--- src/sllp_pkg.sv ---
`timescale 1ns / 1ps
package sllp_pkg;

    localparam int ID_W           = 12;
    localparam int SIZE_W         = 13;
    localparam int CNT_W          = 7;
    localparam int CNT_MAX        = 127;
    localparam int LIMIT_RESET    = 64;
    localparam int VERTICES_DEF   = 4096;
    localparam int MAX_DEGREE_DEF = 64;

    typedef struct packed {
        logic [ID_W-1:0] vertex;
        logic [ID_W-1:0] neighbor;
        logic            edge_valid;
        logic            last;
    } t_req;

    typedef struct packed {
        logic [ID_W-1:0]  out_vertex;
        logic [ID_W-1:0]  chosen_cluster;
        logic             moved;
        logic [CNT_W-1:0] best_hits;
    } t_res;

    typedef enum logic [4:0] {
        OP_NONE,
        OP_INIT,
        OP_LOAD,
        OP_RD_NBR,
        OP_RD_CNT,
        OP_EDGE_WR,
        OP_RD_OWN,
        OP_OWN_CNT,
        OP_OWN_LATCH,
        OP_RD_TOUCH,
        OP_SCAN_CNT,
        OP_SCAN_CMP,
        OP_UPD_OWN,
        OP_UPD_BEST,
        OP_CLR_RD,
        OP_CLR_WR,
        OP_EMIT
    } t_op;

    typedef struct packed {
        t_op op;
    } t_cmd;

    typedef struct packed {
        logic clr_last;
        logic tlen_zero;
        logic scan_last;
        logic req_last;
    } t_sts;

    // restoring reduction of an id by the vertex count
    function automatic logic [ID_W-1:0] id_reduce(input logic [ID_W-1:0] x,
                                                  input int unsigned m);
        logic [31:0] xw;
        xw = 32'(x);
        for (int k = ID_W - 1; k >= 0; k--) begin
            if (xw >= (32'(m) << k)) begin
                xw = xw - (32'(m) << k);
            end
        end
        return xw[ID_W-1:0];
    endfunction

endpackage

--- src/sllp_ctrl.sv ---
`timescale 1ns / 1ps
module sllp_ctrl (
    input  logic          i_clk,
    input  logic          i_rst_n,
    input  logic          start,
    input  sllp_pkg::t_req i_req,
    input  sllp_pkg::t_sts i_sts,
    output sllp_pkg::t_cmd o_cmd,
    output logic          busy
);
    import sllp_pkg::*;

    typedef enum logic [15:0] {
        S_CLEAR = 16'h0001,
        S_IDLE  = 16'h0002,
        S_ELBL  = 16'h0004,
        S_ECNT  = 16'h0008,
        S_EWR   = 16'h0010,
        S_DOWN  = 16'h0020,
        S_DOWNC = 16'h0040,
        S_DOWNR = 16'h0080,
        S_SRD   = 16'h0100,
        S_SCNT  = 16'h0200,
        S_SCMP  = 16'h0400,
        S_UPD   = 16'h0800,
        S_UPD2  = 16'h1000,
        S_CRD   = 16'h2000,
        S_CWR   = 16'h4000,
        S_OUT   = 16'h8000
    } t_state;

    t_state r_state, n_state;

    always_ff @(posedge i_clk) begin
        if (!i_rst_n) begin
            r_state <= S_CLEAR;
        end else begin
            r_state <= n_state;
        end
    end

    always_comb begin
        n_state   = r_state;
        o_cmd.op  = OP_NONE;
        case (r_state)
            S_CLEAR: begin
                o_cmd.op = OP_INIT;
                if (i_sts.clr_last) n_state = S_IDLE;
            end
            S_IDLE: begin
                if (start) begin
                    o_cmd.op = OP_LOAD;
                    if (i_req.edge_valid) n_state = S_ELBL;
                    else if (i_req.last) n_state = S_DOWN;
                end
            end
            S_ELBL: begin o_cmd.op = OP_RD_NBR;  n_state = S_ECNT; end
            S_ECNT: begin o_cmd.op = OP_RD_CNT;  n_state = S_EWR;  end
            S_EWR: begin
                o_cmd.op = OP_EDGE_WR;
                n_state  = i_sts.req_last ? S_DOWN : S_IDLE;
            end
            S_DOWN:  begin o_cmd.op = OP_RD_OWN; n_state = S_DOWNC; end
            S_DOWNC: begin o_cmd.op = OP_OWN_CNT; n_state = S_DOWNR; end
            S_DOWNR: begin
                o_cmd.op = OP_OWN_LATCH;
                n_state  = i_sts.tlen_zero ? S_UPD : S_SRD;
            end
            S_SRD:  begin o_cmd.op = OP_RD_TOUCH; n_state = S_SCNT; end
            S_SCNT: begin o_cmd.op = OP_SCAN_CNT; n_state = S_SCMP; end
            S_SCMP: begin
                o_cmd.op = OP_SCAN_CMP;
                n_state  = i_sts.scan_last ? S_UPD : S_SRD;
            end
            S_UPD: begin o_cmd.op = OP_UPD_OWN; n_state = S_UPD2; end
            S_UPD2: begin
                o_cmd.op = OP_UPD_BEST;
                n_state  = i_sts.tlen_zero ? S_OUT : S_CRD;
            end
            S_CRD: begin o_cmd.op = OP_CLR_RD; n_state = S_CWR; end
            S_CWR: begin
                o_cmd.op = OP_CLR_WR;
                n_state  = i_sts.scan_last ? S_OUT : S_CRD;
            end
            S_OUT: begin o_cmd.op = OP_EMIT; n_state = S_IDLE; end
            default: n_state = S_CLEAR;
        endcase
    end

    assign busy = (r_state != S_IDLE);

endmodule

--- config.mk ---
export PLATFORM = sky130hd
export DESIGN_NAME = sllp_ctrl
export DESIGN_NICKNAME = d
export VERILOG_FILES = /design/src/sllp_pkg.sv /design/src/sllp_ctrl.sv
export SDC_FILE = /design/constraint.sdc
export NUM_CORES = 1
export LEC_CHECK = 0
export ABC_AREA = 0
export BUFFER_PORTS_ARGS = -buffer_cell sky130_fd_sc_hd__buf_2
export CAP_MARGIN = 20
export CORE_AREA = 5 5 56 58
export CTS_BUF_LIST = sky130_fd_sc_hd__clkbuf_4 sky130_fd_sc_hd__clkbuf_8 sky130_fd_sc_hd__clkbuf_16
export DETAILED_ROUTE_END_ITERATION = 8
export DIE_AREA = 0 0 61 63
export GPL_TIMING_DRIVEN = 0
export PLACE_DENSITY = 0.73
export SETUP_SLACK_MARGIN = 0.4
export SLEW_MARGIN = 20
export SYNTH_ARGS = -nofsm -noshare
export SYNTH_HDL_FRONTEND = slang
export SYNTH_SLANG_ARGS = --single-unit
export TNS_END_PERCENT = 100
--- constraint.sdc ---
create_clock -name i_clk -period 2.2 [get_ports i_clk]
set_input_delay 0.33 -clock i_clk [delete_from_list [all_inputs] [get_ports i_clk]]
set_output_delay 0.33 -clock i_clk [all_outputs]
set_load 0.01 [all_outputs]
==> qor.csv <==
stage;metric;value;unit
placement;placed cell areas;1240;um^2
yosys;post-synthesis instance area;1096;um^2
detailed_routing;WL final;4.007;mm
power;peak supply drop;399.6;uV
power;static leakage;0.6968;nW
global_route;pin count of the biggest net entering global routing;11;
detailed_routing;detailed-route wire length per cell;19.84;um
setup_path;element type at the critical path start;flip-flop;
setup_path;list of cells traversed by the critical path;clkbuf_2 > or4_4 > nor3_4 > or4b_4 > o41a_4 > o311ai_4 > buf_2;
final_layout;number of antenna cells inserted;0;
yosys;post-synthesis mux area share;0;
die;Std-Cell Rows;19;
min_path;hold endpoint;r_state[2];
job;# Max-Cap Violations;0;
clock_tree;cell chosen for the clock root;sky130_fd_sc_hd__clkbuf_4;
die;x dimension of the die;61;um
setup_path;FF-to-FF setup slack;-0.05;ns
yosys;Net Count, Synth;166;
sta;Worst Slack Setup Final;-0.5417;ns
setup_path;biggest fanout along the worst timing path;8;
final_layout;post-layout instance area;1774;um^2
sta;worst rel slew slack;0.6299;
sta;number of pins with negative max-slew slack in the final report;0;
yosys;number of flops mapped to enable cells by yosys;0;
detailed_routing;DR vias;1271;
detailed_routing;Met2 Wirelength;2.055;mm
min_path;worst hold start;i_req[1];
final_layout;biggest registers after layout;r_state x16;
global_route;via count of the first global-routing pass;1161;
final_layout;layout overhead on the synthesized area;61.87;%
placement;dpl hpwl;2.004;mm
sta;Final Hold Vio Count;0;
clock_tree;Clock Latency Late Sink;0.30;ns
yosys;Synth Area per Inst;8.241;um^2
global_route;number of antenna violations at the first check in global routing;0;
setup_path;data required time of the critical path;1.87;ns
detailed_routing;Post-Route M1 WL;1.610;mm
yosys;fraction of the mapped netlist area in adder cells;0;
sta;final setup skew;0.001655;ns
sta;share of the clock period used by the worst path;1.246;
setup_path;capture point of the worst reg-to-reg path;r_state[0];
detailed_routing;top metal layer carrying routed signals;met4;
setup_path;beginning of the worst register-to-register path;r_state[10];
min_path;Tightest Hold Check Type;input port to flip-flop;
clock_tree;buffer depth of the longest clock path;2;
placement;placed instance count;178;
die;die area;3843;um^2
power;areal power density over the cells;496.6;nW/um^2
die;Core Footprint;2615;um^2
sta;transition time of the tightest slew-check pin;0.5475;ns
setup_path;start-to-end type of the worst setup path;flip-flop to primary output;
yosys;complex-gate fraction of the synthesized area;0.1678;
clock_tree;CTS buffer count;3;
power;total power of the final layout;0.0008810;W
yosys;Synth Register Bits;16;
sta;final setup violation count;7;
yosys;sequential share of the synthesized area;0.2922;
sta;FMAX;364.7;MHz
global_route;first-pass GRT wire length;5.347;mm
die;number of I/O pins;39;
yosys;Yosys warning total;0;
detailed_routing;ANT nets after route;0;
final_layout;count of non-filler cells in the finished layout;202;
sta;RSZ-0062 raised after global routing;true;
yosys;number of instances in the synthesized netlist;133;
setup_path;worst-path cell with the longest stage delay;sky130_fd_sc_hd__or4b_4;
setup_path;data arrival at the endpoint of the critical path;2.41;ns
clock_tree;clock-pin slew of the registers on the worst-case setup and hold paths;0.09;ns
clock_tree;count of H-tree levels built during CTS;1;
detailed_routing;met3 wire length;248;um
yosys;fraction of synthesis flops using an asynchronous set or reset pin;0;
clock_tree;clock tree from TritonCTS;built;
die;initial core utilization;0.4191;
sta;aggregate negative setup slack;-1.916;ns
setup_path;logic depth of the worst register-to-register path;8;
final_layout;Top reg by flops;r_state;
setup_path;crit end category;primary output;
final_layout;number of flip-flops in the largest register;16;
final_layout;Final Net Count;206;
sta;clock period minus final worst setup slack;2.742;ns
final_layout;fraction of layout instances using a drive strength above 1;0.5497;
placement;Port Buffer Count;14;
detailed_routing;detailed-route DRC error count;0;
status;outcome;complete, but fails checks;
final_layout;commonest cells after routing, fill and taps aside;sky130_fd_sc_hd__buf_4 (16), sky130_fd_sc_hd__nor2_1 (13), sky130_fd_sc_hd__buf_6 (11), sky130_fd_sc_hd__buf_2 (11), sky130_fd_sc_hd__dfxtp_2 (9);
yosys;combinational family with the most area after synthesis;simple AND/OR/NAND/NOR gates;
die;die height;63;um
global_route;Tot GR Track Use;0.1813;
detailed_routing;1st-pass router iterations;4;
global_route;remaining global-route overflow;0;
status;violated checks;negative setup slack;
yosys;Simple-Gate Fraction of Synth Area;0.4041;
setup_path;delay of the slowest critical-path stage;0.51;ns
min_path;cell depth of the worst hold path;3;
detailed_routing;vias per cell;6.292;
yosys;number of unique standard cell types used by synthesis;44;
placement;final weighted congestion of routability-driven global placement;0.7870;
final_layout;most frequent standard cell in the layout excluding fill and tap cells;sky130_fd_sc_hd__buf_4;
yosys;xor and xnor area share after synthesis;0.06393;
detailed_routing;initial DRC count;86;
clock_tree;count of clock tree sinks;16;
yosys;Synth Flop Type;sky130_fd_sc_hd__dfxtp_1;
-- repair_timing --
action	in CTS	in global routing
gates cloned	0	1
setup endpoints to repair	21	21
resized for setup	26	61
setup buffers	7	13
pin swaps	9	9
hold buffers	0	0
-- routing by layer --
layer,vias to the layer above,track usage
met5,-,0
met4,0,0.09214
met3,9,0.03306
met2,45,0.3075
met1,641,0.2082
li1,576,-
-- how the worst max path moves through the flow --
stage | from | to | slack, ns | depth (start not counted)
final | r_state[3] | o_cmd[1] | -0.54 | 7
after floorplan | r_state[0] | o_cmd[1] | -0.003 | 6
after CTS | r_state[14] | o_cmd[1] | -0.50 | 7
after global placement | r_state[2] | o_cmd[1] | -0.29 | 7
after detailed placement | r_state[2] | o_cmd[1] | -0.28 | 7
after global routing | r_state[3] | o_cmd[1] | -0.59 | 7
-- where the power goes --
group | internal [W] | switching, W
clock | 0.0000640 | 0.000101
sequential | 0.000300 | 0.0000153
combinational | 0.000208 | 0.000193
-- cell type report --
class	count	area (um^2)
Clock buffer	3	22.52
Multi-Input combinational cell	101	975.9
Tap cell	31	38.79
Buffer	10	110.1
Timing Repair Buffer	35	272.8
Fill cell	182	840.8
Sequential cell	16	331.6
Inverter	6	22.52
-- critical path: cells and delay by family (launching register included) --
family | cells | cell delay, ns
AO/OA/AOI/OAI | 2 | 0.23
AND/OR/NAND/NOR | 3 | 1.20
flip-flops | 1 | 0.32
buffers and inverters | 2 | 0.37
-- logic make-up after synthesis --
logic type             after synthesis
AND/OR/NAND/NOR                     70
AO/OA/AOI/OAI                       23
flip-flops                          16
buffers and inverters               16
XOR/XNOR                             8
-- Yosys cell counts (2+ instances only) --
library cell	instances	area share
sky130_fd_sc_hd__nand2_1	7	0.024
sky130_fd_sc_hd__buf_2	2	0.0091
sky130_fd_sc_hd__a21oi_1	2	0.0091
sky130_fd_sc_hd__o22a_1	4	0.032
sky130_fd_sc_hd__o21ai_0	3	0.014
sky130_fd_sc_hd__inv_1	6	0.021
sky130_fd_sc_hd__nor4b_1	3	0.024
sky130_fd_sc_hd__or4_4	3	0.031
sky130_fd_sc_hd__buf_6	2	0.021
sky130_fd_sc_hd__or4_1	2	0.014
sky130_fd_sc_hd__nor4_1	8	0.046
sky130_fd_sc_hd__nand3_1	6	0.027
sky130_fd_sc_hd__nand4_1	2	0.011
sky130_fd_sc_hd__nand4b_1	4	0.032
sky130_fd_sc_hd__or3_1	3	0.017
sky130_fd_sc_hd__o22ai_1	2	0.011
sky130_fd_sc_hd__nor3b_1	2	0.014
sky130_fd_sc_hd__nand2b_1	3	0.017
sky130_fd_sc_hd__xnor2_1	6	0.048
sky130_fd_sc_hd__nor3_1	4	0.018
sky130_fd_sc_hd__nor2_1	15	0.051
sky130_fd_sc_hd__clkbuf_1	5	0.017
sky130_fd_sc_hd__dfxtp_1	16	0.29
sky130_fd_sc_hd__xor2_1	2	0.016
sky130_fd_sc_hd__nor4_2	2	0.023
-- per-stage QoR --
stage          hold slack, ns  setup WS [ns]  utilization
3_5_place_dp           0.5377        -0.2789       0.4742
5_1_grt                0.2704        -0.5923       0.6785
3_3_place_gp           0.5351        -0.2927       0.4742
6_report               0.2746        -0.5417       0.6785
2_1_floorplan          0.4559      -0.002715            -
4_1_cts                0.2841        -0.4954       0.5517
No activity file was read; power rests on OpenSTA's default activity.
